<file path="src/hdl/ikcst_pkg.sv">
// Package for the integer-keyed chained scatter table.
// Types, codes and default sizes shared by the controller, datapath and top level.
package ikcst_pkg;

  localparam int unsigned ARRAY_DEPTH = 64;
  localparam int unsigned LOG_NODES   = 6;
  localparam int unsigned VALUE_WIDTH = 32;
  localparam int unsigned KEY_W       = 32;
  localparam int unsigned CFG_DATA_W  = 7;
  localparam int unsigned CFG_IDX_W   = 2;

  typedef enum logic [CFG_IDX_W-1:0] {
    CFG_ARRAY_EN  = 2'd0,
    CFG_DICT_EN   = 2'd1,
    CFG_ARRAY_SZ  = 2'd2,
    CFG_DICT_LOG2 = 2'd3
  } cfg_idx_e;

  typedef enum logic [2:0] {
    ST_HIT      = 3'd0,
    ST_MISS     = 3'd1,
    ST_UPDATED  = 3'd2,
    ST_INSERTED = 3'd3,
    ST_FULL     = 3'd4,
    ST_NONE     = 3'd5
  } status_e;

  typedef enum logic [3:0] {
    OP_NONE,
    OP_LOAD,
    OP_ARR_WR,
    OP_ARR_RES,
    OP_FIND_RD,
    OP_FIND_STEP,
    OP_VAL_RD,
    OP_VAL_RES,
    OP_VAL_WR,
    OP_PUT_MP,
    OP_FREE_STEP,
    OP_MP_RD,
    OP_MP_LAT,
    OP_WALK_RD,
    OP_WALK_STEP,
    OP_LINK_OTHER
  } dp_op_e;

  typedef enum logic [2:0] {
    WR_NONE,
    WR_MOVE,
    WR_FIN_MOVE,
    WR_LINK_FREE,
    WR_FIN_FREE,
    WR_EMIT
  } dp_wr_e;

  typedef struct packed {
    dp_op_e  op;
    dp_wr_e  wr;
    logic    st_en;
    status_e st;
  } cmd_t;

  typedef struct packed {
    logic both_off;
    logic is_arr;
    logic dict_off;
    logic is_set;
    logic hit;
    logic chain_end;
    logic mp_used;
    logic fsp_zero;
    logic dec_free;
    logic oth_eq;
    logic walk_done;
    logic out_free;
  } flags_t;

  typedef enum logic [4:0] {
    S_IDLE,
    S_DECODE,
    S_ARR_RES,
    S_FIND_RD,
    S_FIND_CHK,
    S_VAL_RD,
    S_VAL_RES,
    S_INS,
    S_FREE,
    S_MP_RD,
    S_MP_LAT,
    S_WALK_RD,
    S_WALK_CHK,
    S_LINK_OTHER,
    S_MOVE,
    S_FIN_MOVE,
    S_LINK_FREE,
    S_FIN_FREE,
    S_DONE
  } ctl_state_e;

endpackage

</file>
<file path="src/hdl/ikcst_ctrl.sv">
// Sequencer for the scatter table: walks chains, scans for free nodes, orders writes.
// Depends on ikcst_pkg; drives the datapath by command, reads its flags.
module ikcst_ctrl (
  input  logic              clk_i,
  input  logic              rst_ni,
  input  logic              in_valid_i,
  output logic              in_ready_o,
  input  ikcst_pkg::flags_t flags_i,
  output ikcst_pkg::cmd_t   cmd_o
);
  import ikcst_pkg::*;

  ctl_state_e state_q, state_d;

  always_ff @(posedge clk_i or negedge rst_ni) begin
    if (!rst_ni) begin
      state_q <= S_IDLE;
    end else begin
      state_q <= state_d;
    end
  end

  always_comb begin
    state_d    = state_q;
    in_ready_o = 1'b0;
    cmd_o      = '{op: OP_NONE, wr: WR_NONE, st_en: 1'b0, st: ST_HIT};
    unique case (state_q)
      S_IDLE: begin
        in_ready_o = 1'b1;
        if (in_valid_i) begin
          cmd_o.op = OP_LOAD;
          state_d  = S_DECODE;
        end
      end
      S_DECODE: begin
        if (flags_i.both_off) begin
          cmd_o.st_en = 1'b1;
          cmd_o.st    = ST_NONE;
          state_d     = S_DONE;
        end else if (flags_i.is_arr) begin
          if (flags_i.is_set) begin
            cmd_o.op    = OP_ARR_WR;
            cmd_o.st_en = 1'b1;
            cmd_o.st    = ST_UPDATED;
            state_d     = S_DONE;
          end else begin
            state_d = S_ARR_RES;
          end
        end else if (flags_i.dict_off) begin
          cmd_o.st_en = 1'b1;
          cmd_o.st    = flags_i.is_set ? ST_NONE : ST_MISS;
          state_d     = S_DONE;
        end else begin
          state_d = S_FIND_RD;
        end
      end
      S_ARR_RES: begin
        cmd_o.op    = OP_ARR_RES;
        cmd_o.st_en = 1'b1;
        cmd_o.st    = ST_HIT;
        state_d     = S_DONE;
      end
      S_FIND_RD: begin
        cmd_o.op = OP_FIND_RD;
        state_d  = S_FIND_CHK;
      end
      S_FIND_CHK: begin
        if (flags_i.hit) begin
          if (flags_i.is_set) begin
            cmd_o.op    = OP_VAL_WR;
            cmd_o.st_en = 1'b1;
            cmd_o.st    = ST_UPDATED;
            state_d     = S_DONE;
          end else begin
            state_d = S_VAL_RD;
          end
        end else if (flags_i.chain_end) begin
          if (flags_i.is_set) begin
            state_d = S_INS;
          end else begin
            cmd_o.st_en = 1'b1;
            cmd_o.st    = ST_MISS;
            state_d     = S_DONE;
          end
        end else begin
          cmd_o.op = OP_FIND_STEP;
          state_d  = S_FIND_RD;
        end
      end
      S_VAL_RD: begin
        cmd_o.op = OP_VAL_RD;
        state_d  = S_VAL_RES;
      end
      S_VAL_RES: begin
        cmd_o.op    = OP_VAL_RES;
        cmd_o.st_en = 1'b1;
        cmd_o.st    = ST_HIT;
        state_d     = S_DONE;
      end
      S_INS: begin
        if (flags_i.mp_used) begin
          state_d = S_FREE;
        end else begin
          cmd_o.op    = OP_PUT_MP;
          cmd_o.st_en = 1'b1;
          cmd_o.st    = ST_INSERTED;
          state_d     = S_DONE;
        end
      end
      S_FREE: begin
        if (flags_i.fsp_zero) begin
          cmd_o.st_en = 1'b1;
          cmd_o.st    = ST_FULL;
          state_d     = S_DONE;
        end else begin
          cmd_o.op = OP_FREE_STEP;
          if (flags_i.dec_free) begin
            state_d = S_MP_RD;
          end
        end
      end
      S_MP_RD: begin
        cmd_o.op = OP_MP_RD;
        state_d  = S_MP_LAT;
      end
      S_MP_LAT: begin
        cmd_o.op = OP_MP_LAT;
        state_d  = flags_i.oth_eq ? S_LINK_FREE : S_WALK_RD;
      end
      S_WALK_RD: begin
        cmd_o.op = OP_WALK_RD;
        state_d  = S_WALK_CHK;
      end
      S_WALK_CHK: begin
        cmd_o.op = OP_WALK_STEP;
        state_d  = flags_i.walk_done ? S_LINK_OTHER : S_WALK_RD;
      end
      S_LINK_OTHER: begin
        cmd_o.op = OP_LINK_OTHER;
        state_d  = S_MOVE;
      end
      S_MOVE: begin
        cmd_o.wr = WR_MOVE;
        state_d  = S_FIN_MOVE;
      end
      S_FIN_MOVE: begin
        cmd_o.wr    = WR_FIN_MOVE;
        cmd_o.st_en = 1'b1;
        cmd_o.st    = ST_INSERTED;
        state_d     = S_DONE;
      end
      S_LINK_FREE: begin
        cmd_o.wr = WR_LINK_FREE;
        state_d  = S_FIN_FREE;
      end
      S_FIN_FREE: begin
        cmd_o.wr    = WR_FIN_FREE;
        cmd_o.st_en = 1'b1;
        cmd_o.st    = ST_INSERTED;
        state_d     = S_DONE;
      end
      S_DONE: begin
        if (flags_i.out_free) begin
          cmd_o.wr = WR_EMIT;
          state_d  = S_IDLE;
        end
      end
      default: state_d = S_IDLE;
    endcase
  end

endmodule

</file>
<file path="config.mk">
export PLATFORM = sky130hd
export DESIGN_NAME = ikcst_ctrl
export DESIGN_NICKNAME = d
export VERILOG_FILES = /design/src/hdl/ikcst_pkg.sv /design/src/hdl/ikcst_ctrl.sv
export SDC_FILE = /design/constraint.sdc
export NUM_CORES = 1
export LEC_CHECK = 0
export ABC_AREA = 1
export BUFFER_PORTS_ARGS = -buffer_cell sky130_fd_sc_hd__buf_4
export CORE_MARGIN = 4
export CORE_UTILIZATION = 32
export CTS_BUF_LIST = sky130_fd_sc_hd__clkbuf_16
export DETAILED_ROUTE_END_ITERATION = 8
export PLACE_DENSITY = 0.54
export RECOVER_POWER = 100
export SLEW_MARGIN = 10
export SYNTH_ARGS = -nofsm -noshare
export SYNTH_HDL_FRONTEND = slang
export SYNTH_SLANG_ARGS = --single-unit
</file>
<file path="constraint.sdc">
create_clock -name clk_i -period 1.2 [get_ports clk_i]
set_input_delay 0.06 -clock clk_i [delete_from_list [all_inputs] [get_ports clk_i]]
set_output_delay 0.06 -clock clk_i [all_outputs]
set_load 0.02 [all_outputs]
</file>
Word level (Yosys, flattened, before mapping). Index checks and enable logic that the tools add are counted. W data, S select, Z words.

Flip-flop bits (word level): 5. Memory bits (read-only): 0. Input bits: 15. Bits in latches: 0. Output and inout bits: 12. Memories kept: 0. Bits in writable memories: 0.

Bitwise operators: 0. Reduce and logical (&&, ||, !) cells: 5. Add/subtract/negate cells: 0. $mul: 0. Mux-type cells: 40. Eq/ne operators: 21. $lt $le $gt $ge: 0. Div/mod/pow operators: 0. Shift-type cells: 0.

Operators with widths (count): $pmux W5 S16 (1); $mux W5 (14); $pmux W4 S14 (1); $mux W4 (13); $eq A5 B4 Y1 const B (8); $pmux W4 S6 (1); $eq A5 B3 Y1 const B (4); $eq A5 B5 Y1 const B (3); $pmux W3 S5 (1); $mux W3 (4); $eq A5 B2 Y1 const B (2); $mux W2 (3); $eq A5 B1 Y1 const B (1); $logic_not A5 Y1 (1); $ne A2 B2 Y1 const B (2); $reduce_or A2 Y1 (2); $reduce_or A4 Y1 (1); $ne A3 B3 Y1 const B (1); $reduce_and A3 Y1 (1); $mux W1 (2).

Longest topological paths before layout. Gate-level depths: netlist of run 1.

Word-level depth: 5. Mapped depth: 8. Mapped depth without buffers: 8.

Worst setup path after synthesis of run 1. OpenSTA, ideal clock, no wires.

Kind: register to register. Start: register state_q[3]. End: register state_q[0]. Stages on the path, launching flop included: 7. Arrival time: 1248 ps. Path slack: -170 ps. Buffers on the path: 0. Path through: dfrtp_1 nor2_1 inv_2 nor2_2 nand2_1 o211ai_1 nor2_2.

Cells in the longest elaborated chain, start to end: 3.

RTL lines: start: declaration (line ikcst_ctrl.sv:13) `ctl_state_e state_q, state_d;`; start signal: assignment (line ikcst_ctrl.sv:19) `state_q <= state_d;`; $eq A5 B5 Y1 (tied with other cells) (line ikcst_ctrl.sv:27) `unique case (state_q)`; $reduce_or A4 Y1 (no source line) (tied with other cells); $pmux W5 S16 / $reduce_and A3 Y1 (equally long branches).

Several ways; a longest one is shown, not always the timed one. A chain may end at the register's enable or synchronous reset.

==> results of run 1 <==
Yosys cell counts (all sizes together):
| library cell | number |
|---|---|
| nand4 | 9 |
| inv | 22 |
| dfrtp | 5 |
| nor3 | 5 |
| a21oi | 1 |
| nor2 | 31 |
| o211ai | 1 |
| nand2 | 45 |
| a211oi | 1 |
| and3 | 1 |
| buf | 1 |
| o21ai | 4 |
| nand3 | 21 |
metrics by stage:
| stage | setup TNS (ns) | setup WS (ns) | cells | utilization (%) |
|---|---|---|---|---|
| CTS | -4.81 | -0.361 | 245 | 73.2 |
| detailed placement | -2.75 | -0.268 | 226 | 56.0 |
| floorplan | -0.155 | -0.0347 | 147 | - |
| finish | -5.58 | -0.410 | 250 | 77.9 |
| global route | -6.76 | -0.491 | 250 | 77.9 |
| global placement | -2.80 | -0.273 | 226 | 56.0 |
kinds of logic after synthesis:
logic type             Yosys count
AND/OR/NAND/NOR                112
flip-flops                       5
AO/OA/AOI/OAI                    7
buffers and inverters           23
final timing paths:
kind                       startpoint         end  cells after the start
max                        state_q[1]    cmd_o[3]                      7
min                        flags_i[1]  state_q[2]                      3
max reg2reg                state_q[1]  state_q[0]                      9
min reg2reg                state_q[3]  state_q[1]                      5
max in group asynchronous      rst_ni  state_q[0]                      2
min in group asynchronous      rst_ni  state_q[2]                      2
report_power, final:
group | internal [mW] | switching, mW | total, mW
Clock | 0.431 | 0.107 | 0.539
Sequential | 0.255 | 0.163 | 0.418
Combinational | 1.66 | 1.80 | 3.46
Total | 2.35 | 2.07 | 4.41
worst reg2reg max path: cells and delay by family (launching register included):
kind	cells	cell delay [ns]
buffers and inverters	2	0.22
flip-flops	1	0.47
AND/OR/NAND/NOR	7	0.77
repair_timing:
| item | in CTS | in global routing |
|---|---|---|
| pin swaps | 20 | 21 |
| gates resized for setup | 58 | 18 |
| hold buffers | 1 | 0 |
| buffers inserted | 20 | 7 |
| endpoints found under the hold margin | 5 | 0 |
| setup endpoints to repair | 17 | 17 |
layer usage:
layer / GRT usage [%] / routed length, µm
met2: 37.1 / 1790
met3: 4.37 / 207
met1: 28.1 / 1450
met5: 0 / 0
met4: 3.97 / 33
cell type report:
| type | instances | area [µm²] |
|---|---|---|
| Fill cell | 139 | 493 |
| Timing Repair Buffer | 72 | 627 |
| Multi-Input combinational cell | 119 | 779 |
| Clock buffer | 3 | 75.1 |
| Tap cell | 28 | 35.0 |
| Sequential cell | 5 | 130 |
| Inverter | 22 | 90.1 |
| Clock inverter | 1 | 3.75 |
==> flow_metrics.env, run 1 <==
export IMPL_largest_register_ff_count=5
export IMPL_ios=27
export IMPL_violations="negative setup slack"
export IMPL_synth_top_area_share_pct=21.7
export IMPL_postSynthCellCount=147
export IMPL_synth_compound_area_share_pct=5.25
export IMPL_place_area_um2=1250
export IMPL_rrSetupSlack_ns=-0.34
export IMPL_crit_fanout=6
export IMPL_fin_area_um2=1740
export IMPL_wirelength_mm=3.48
export IMPL_die_h_um=56.8
export IMPL_clk_latency_ns=0.23
export IMPL_drive_gt1_share_pct=60.4
export IMPL_power_mw=4.41
export IMPL_drc_errors=0
export IMPL_setup_viol=17
export IMPL_vias=1280
export IMPL_routed_via_density=5.12
export IMPL_cts_tree="done"
export IMPL_clockBufferDepth=2
export IMPL_antenna_found_initial=0
export IMPL_yosys_area_top_type="nand2_1"
export IMPL_timing_fmax_ghz=0.621
export IMPL_max_cap_violations=0
export IMPL_hpwl_mm=2.45
export IMPL_hold_slack_ns=0.0762
export IMPL_arrival_ns=1.55
export IMPL_layout_commonest_cell="buf_4"
export IMPL_synth_xor_area_share_pct=0
export IMPL_n_antenna_cell=0
export IMPL_cp_required_ns=1.14
export IMPL_synth_area_leaders="nand2_1, dfrtp_1, nand3_1"
export IMPL_grt_pass1_vias=1201
export IMPL_cp_slowest_cell="dfrtp_2"
export IMPL_wire_per_inst_um=13.9
export IMPL_rows=17
export IMPL_syn_area_um2=762
export IMPL_critPathTopFamily="simple AND/OR/NAND/NOR gates"
export IMPL_synth_cell_types=18
export IMPL_dieArea_um2=3230
export IMPL_initial_core_util_pct=34.1
export IMPL_clock_sinks=5
export IMPL_final_antenna_net_count=0
export IMPL_layout_common_cells="buf_4, nand2_1, buf_6"
export IMPL_p_leak_nw=0.933
export IMPL_synth_nets=162
export IMPL_syn2layout_area_growth_pct=128
export IMPL_tightest_slew_ns=0.295
export IMPL_grt_pass1_wl_mm=5.57
export IMPL_outcome="finished, violations left"
export IMPL_yosys_area_share_simple_pct=66.0
export IMPL_hold_class="in -> reg"
export IMPL_ctsRootBufferMaster="clkbuf_16"
export IMPL_port_buffers=26
export IMPL_synth_area_per_cell_um2=5.18
export IMPL_cts_made_buffers=3
export IMPL_ys_seq_area_share_pct=16.4
export IMPL_cp_cell_sequence="nor2_4, buf_6, nand4_1, nand2_1, nor2_2, nand3_2, buf_6"
export IMPL_slew_viol_final=0
export IMPL_skew_ns=0.00118
export IMPL_crit_type="reg -> out"
export IMPL_h_tree_depth=1
export IMPL_drt_iter0_drc=51
export IMPL_synth_seq_cells=5
export IMPL_grt_overflow=0
export IMPL_fin_crit_sh_pct=134
export IMPL_top_register="state_q"
export IMPL_rsz0062_at_grt="true"
export IMPL_globalplace_congestion=0.876
export IMPL_hold_violations=0
export IMPL_core_um2=2230
export IMPL_p_per_area_nw_per_um2=2540
export IMPL_grt_max_degree=13
export IMPL_synth_area_mux_share_pct=0
export IMPL_cp_start_kind="flip-flop"
export IMPL_dr_pass1_iters=4
export IMPL_grtUsageTotal_pct=21.7
export IMPL_crit_path_end_kind="output port"
export IMPL_clkTransAtPathRegs_ns=0.03
export IMPL_fin_crit_ns=1.61
export IMPL_cp_num_buf_inv=2
export IMPL_nets=238
export IMPL_synth_fa_ha_area_share_pct=0
export IMPL_critPathMaxStageDelay_ns=0.47
export IMPL_dieWidth_um=56.8
export IMPL_largestRegisters="state_q: 5 flops"
export IMPL_yosysWarnings=0
export IMPL_synth_top_family_by_area="simple AND/OR/NAND/NOR gates"
export IMPL_ir_drop_uv=1950
export IMPL_setup_slack_ns=-0.410
export IMPL_slew_headroom_pct=80.3
export IMPL_crit_top_cell="buf_6"
Power figures use the tool's default switching activity.
==> inputs of run 2 (changes only) <==
- ABC_AREA: 1 -> default
==> run 2 against run 1 <==
Against the previous run:
- the run still ends with negative setup slack left
- largest power group unchanged
- synthesized cell count fell by 18%
- maximum frequency fell by 11%
- critical path type unchanged
- combinational power rose by 24%
==> flow_metrics.env, run 2 <==
export IMPL_outcome="finished, violations left"
export IMPL_violations="negative setup slack"
export IMPL_initial_core_util_pct=33.3
export IMPL_postSynthCellCount=121
export IMPL_synth_xor_area_share_pct=0
export IMPL_layout_common_cells="buf_4, buf_6, a21oi_1"
export IMPL_final_antenna_net_count=0
export IMPL_h_tree_depth=1
export IMPL_synth_seq_cells=5
export IMPL_crit_path_start="state_q[2]"
export IMPL_drt_iter0_drc=62
export IMPL_rsz0062_at_grt="true"
export IMPL_grt_overflow=0
export IMPL_synth_area_per_cell_um2=6.81
export IMPL_synth_nets=136
export IMPL_grt_pass1_vias=1483
export IMPL_fin_crit_sh_pct=151
export IMPL_timing_rr_start="state_q[0]"
export IMPL_wire_per_inst_um=19.9
export IMPL_p_leak_nw=0.929
export IMPL_port_buffers=26
export IMPL_cp_start_kind="flip-flop"
export IMPL_ys_seq_area_share_pct=15.2
export IMPL_synth_cell_types=39
export IMPL_clk_latency_ns=0.23
export IMPL_synth_top_family_by_area="simple AND/OR/NAND/NOR gates"
export IMPL_cp_required_ns=1.14
export IMPL_largest_register_ff_count=5
export IMPL_tightest_slew_ns=0.384
export IMPL_routed_via_density=5.95
export IMPL_layout_commonest_cell="buf_4"
export IMPL_crit_fanout=7
export IMPL_synth_fa_ha_area_share_pct=0
export IMPL_ir_drop_uv=1910
export IMPL_hold_class="in -> reg"
export IMPL_skew_ns=0.00180
export IMPL_hpwl_mm=2.60
export IMPL_critPathMaxStageDelay_ns=0.46
export IMPL_n_fill_cell=121
export IMPL_rows=18
export IMPL_synth_compound_area_share_pct=33.1
export IMPL_synthTopCellsByCount="a21oi_1, nor2_1, nand2_1"
export IMPL_drive_gt1_share_pct=71.0
export IMPL_cp_slowest_cell="dfrtp_2"
export IMPL_r2r_end="state_q[0]"
export IMPL_hp_start="in_valid_i"
export IMPL_setup_viol=17
export IMPL_slew_viol_final=0
export IMPL_synth_area_leaders="dfrtp_1, a21oi_1, nor2_1"
export IMPL_crit_top_cell="buf_6"
export IMPL_synthFlopType="dfrtp_1"
export IMPL_top_register="state_q"
export IMPL_ctsRootBufferMaster="clkbuf_16"
export IMPL_hold_slack_ns=0.223
export IMPL_yosysWarnings=0
export IMPL_crit_path_end_kind="output port"
export IMPL_synth_edf_count=0
export IMPL_cts_made_buffers=3
export IMPL_core_um2=2480
export IMPL_ios=27
export IMPL_setup_slack_ns=-0.618
export IMPL_vias=1470
export IMPL_die_h_um=58.8
export IMPL_dieArea_um2=3450
export IMPL_syn2layout_area_growth_pct=157
export IMPL_n_antenna_cell=0
export IMPL_largestRegisters="state_q: 5 flops"
export IMPL_synth_most_common_cell="a21oi_1"
export IMPL_rrSetupSlack_ns=-0.59
export IMPL_hold_violations=0
export IMPL_drc_errors=0
export IMPL_antenna_found_initial=0
export IMPL_hold_depth=3
export IMPL_dieWidth_um=58.8
export IMPL_slew_headroom_pct=74.2
export IMPL_grtUsageTotal_pct=25.7
export IMPL_cp_cell_sequence="buf_6, nor4b_4, nand2_2, nand4_1, a221o_1, buf_6"
export IMPL_arrival_ns=1.76
export IMPL_yosys_area_share_simple_pct=43.4
export IMPL_crit_type="reg -> out"
export IMPL_timing_fmax_ghz=0.550
export IMPL_clockBufferDepth=2
export IMPL_max_cap_violations=0
export IMPL_clock_sinks=5
export IMPL_yosys_area_top_type="dfrtp_1"
export IMPL_nets=233
export IMPL_syn_area_um2=825
export IMPL_fin_crit_ns=1.82
export IMPL_grt_pass1_wl_mm=6.82
export IMPL_synth_top_area_share_pct=15.2
export IMPL_globalplace_congestion=0.891
export IMPL_p_per_area_nw_per_um2=2490
export IMPL_dr_pass1_iters=4
export IMPL_worstRegToRegCells=5
export IMPL_holdPathEnd="state_q[0]"
export IMPL_ys_async_sr_fraction_pct=100
export IMPL_synth_area_mux_share_pct=1.21
export IMPL_grt_max_degree=10
export IMPL_wirelength_mm=4.91
export IMPL_clkTransAtPathRegs_ns=0.03
export IMPL_cts_tree="done"
export IMPL_pre_cts_ws_ns=-0.514
## run 2: cell count changes after synthesis, moves of 8 or more
cell / previous run / this run
a21oi_1: 1 / 14
inv_1: 18 / 2
nand2_1: 44 / 8
nand3_1: 21 / 4
nand4_1: 9 / 1
nor2_1: 26 / 13
## run 2: final cells by class
type,instances,area (µm²),share of cell area [%]
clock buffer,3,75.1,3.55
clock inverter,1,3.75,0.177
inverter,2,7.51,0.355
multi-input combinational,105,968,45.8
sequential,5,131,6.21
tap,30,37.5,1.77
timing repair buffer,101,892,42.2
## run 2: cell families after synthesis
logic type / after synthesis
flip-flops: 5
AND/OR/NAND/NOR: 63
buffers and inverters: 11
AO/OA/AOI/OAI: 41
multiplexers: 1
## run 2: repair_timing
action                                  CTS  global route
endpoints found under the setup margin   17            17
endpoints found under the hold margin     5             0
setup buffers                            19            10
resized for setup                        57            39
hold buffers                              1             0
pin swaps                                22            22
## run 2: stage by stage
step | total power, mW | util (%) | setup TNS, ns | cell area (µm²) | cells
after floorplan | 1.87 | - | -2.73 | 897 | 121
final | 5.27 | 85.4 | -8.31 | 2120 | 247
after CTS | 4.49 | 76.8 | -7.57 | 1900 | 242
after global placement | 3.08 | 58.2 | -5.58 | 1440 | 218
after global routing | 5.51 | 85.4 | -9.09 | 2120 | 247
after detailed placement | 3.09 | 58.2 | -5.90 | 1440 | 218
## run 2: report_power, final
part           switching, mW  internal [mW]  total (mW)  leakage (nW)
logic                   2.07           2.21        4.29         0.829
clock network          0.115          0.432       0.548        0.0423
registers              0.182          0.251       0.432        0.0577
## run 2: worst max path at each step
stage | to | cells past startpoint
5_1_grt | cmd_o[3] | 6
6_report | cmd_o[3] | 6
3_5_place_dp | cmd_o[3] | 6
3_3_place_gp | state_q[0] | 4
4_1_cts | state_q[0] | 5
2_1_floorplan | state_q[0] | 4
## run 2: metal layers
layer  GRT usage (%)  wire length (µm)  vias up
met1            29.7              1910      712
met2            47.2              2510       73
met4            8.09               168        0
met5               0                 0        -
li1                -                 -      662
met3            4.82               322       23
## run 2: worst max-delay path, delay by kind of cell (launching register included)
kind,cells,cell delay (ns)
AND/OR/NAND/NOR,3,0.62
flip-flops,1,0.46
buffers and inverters,2,0.28
AO/OA/AOI/OAI,1,0.16
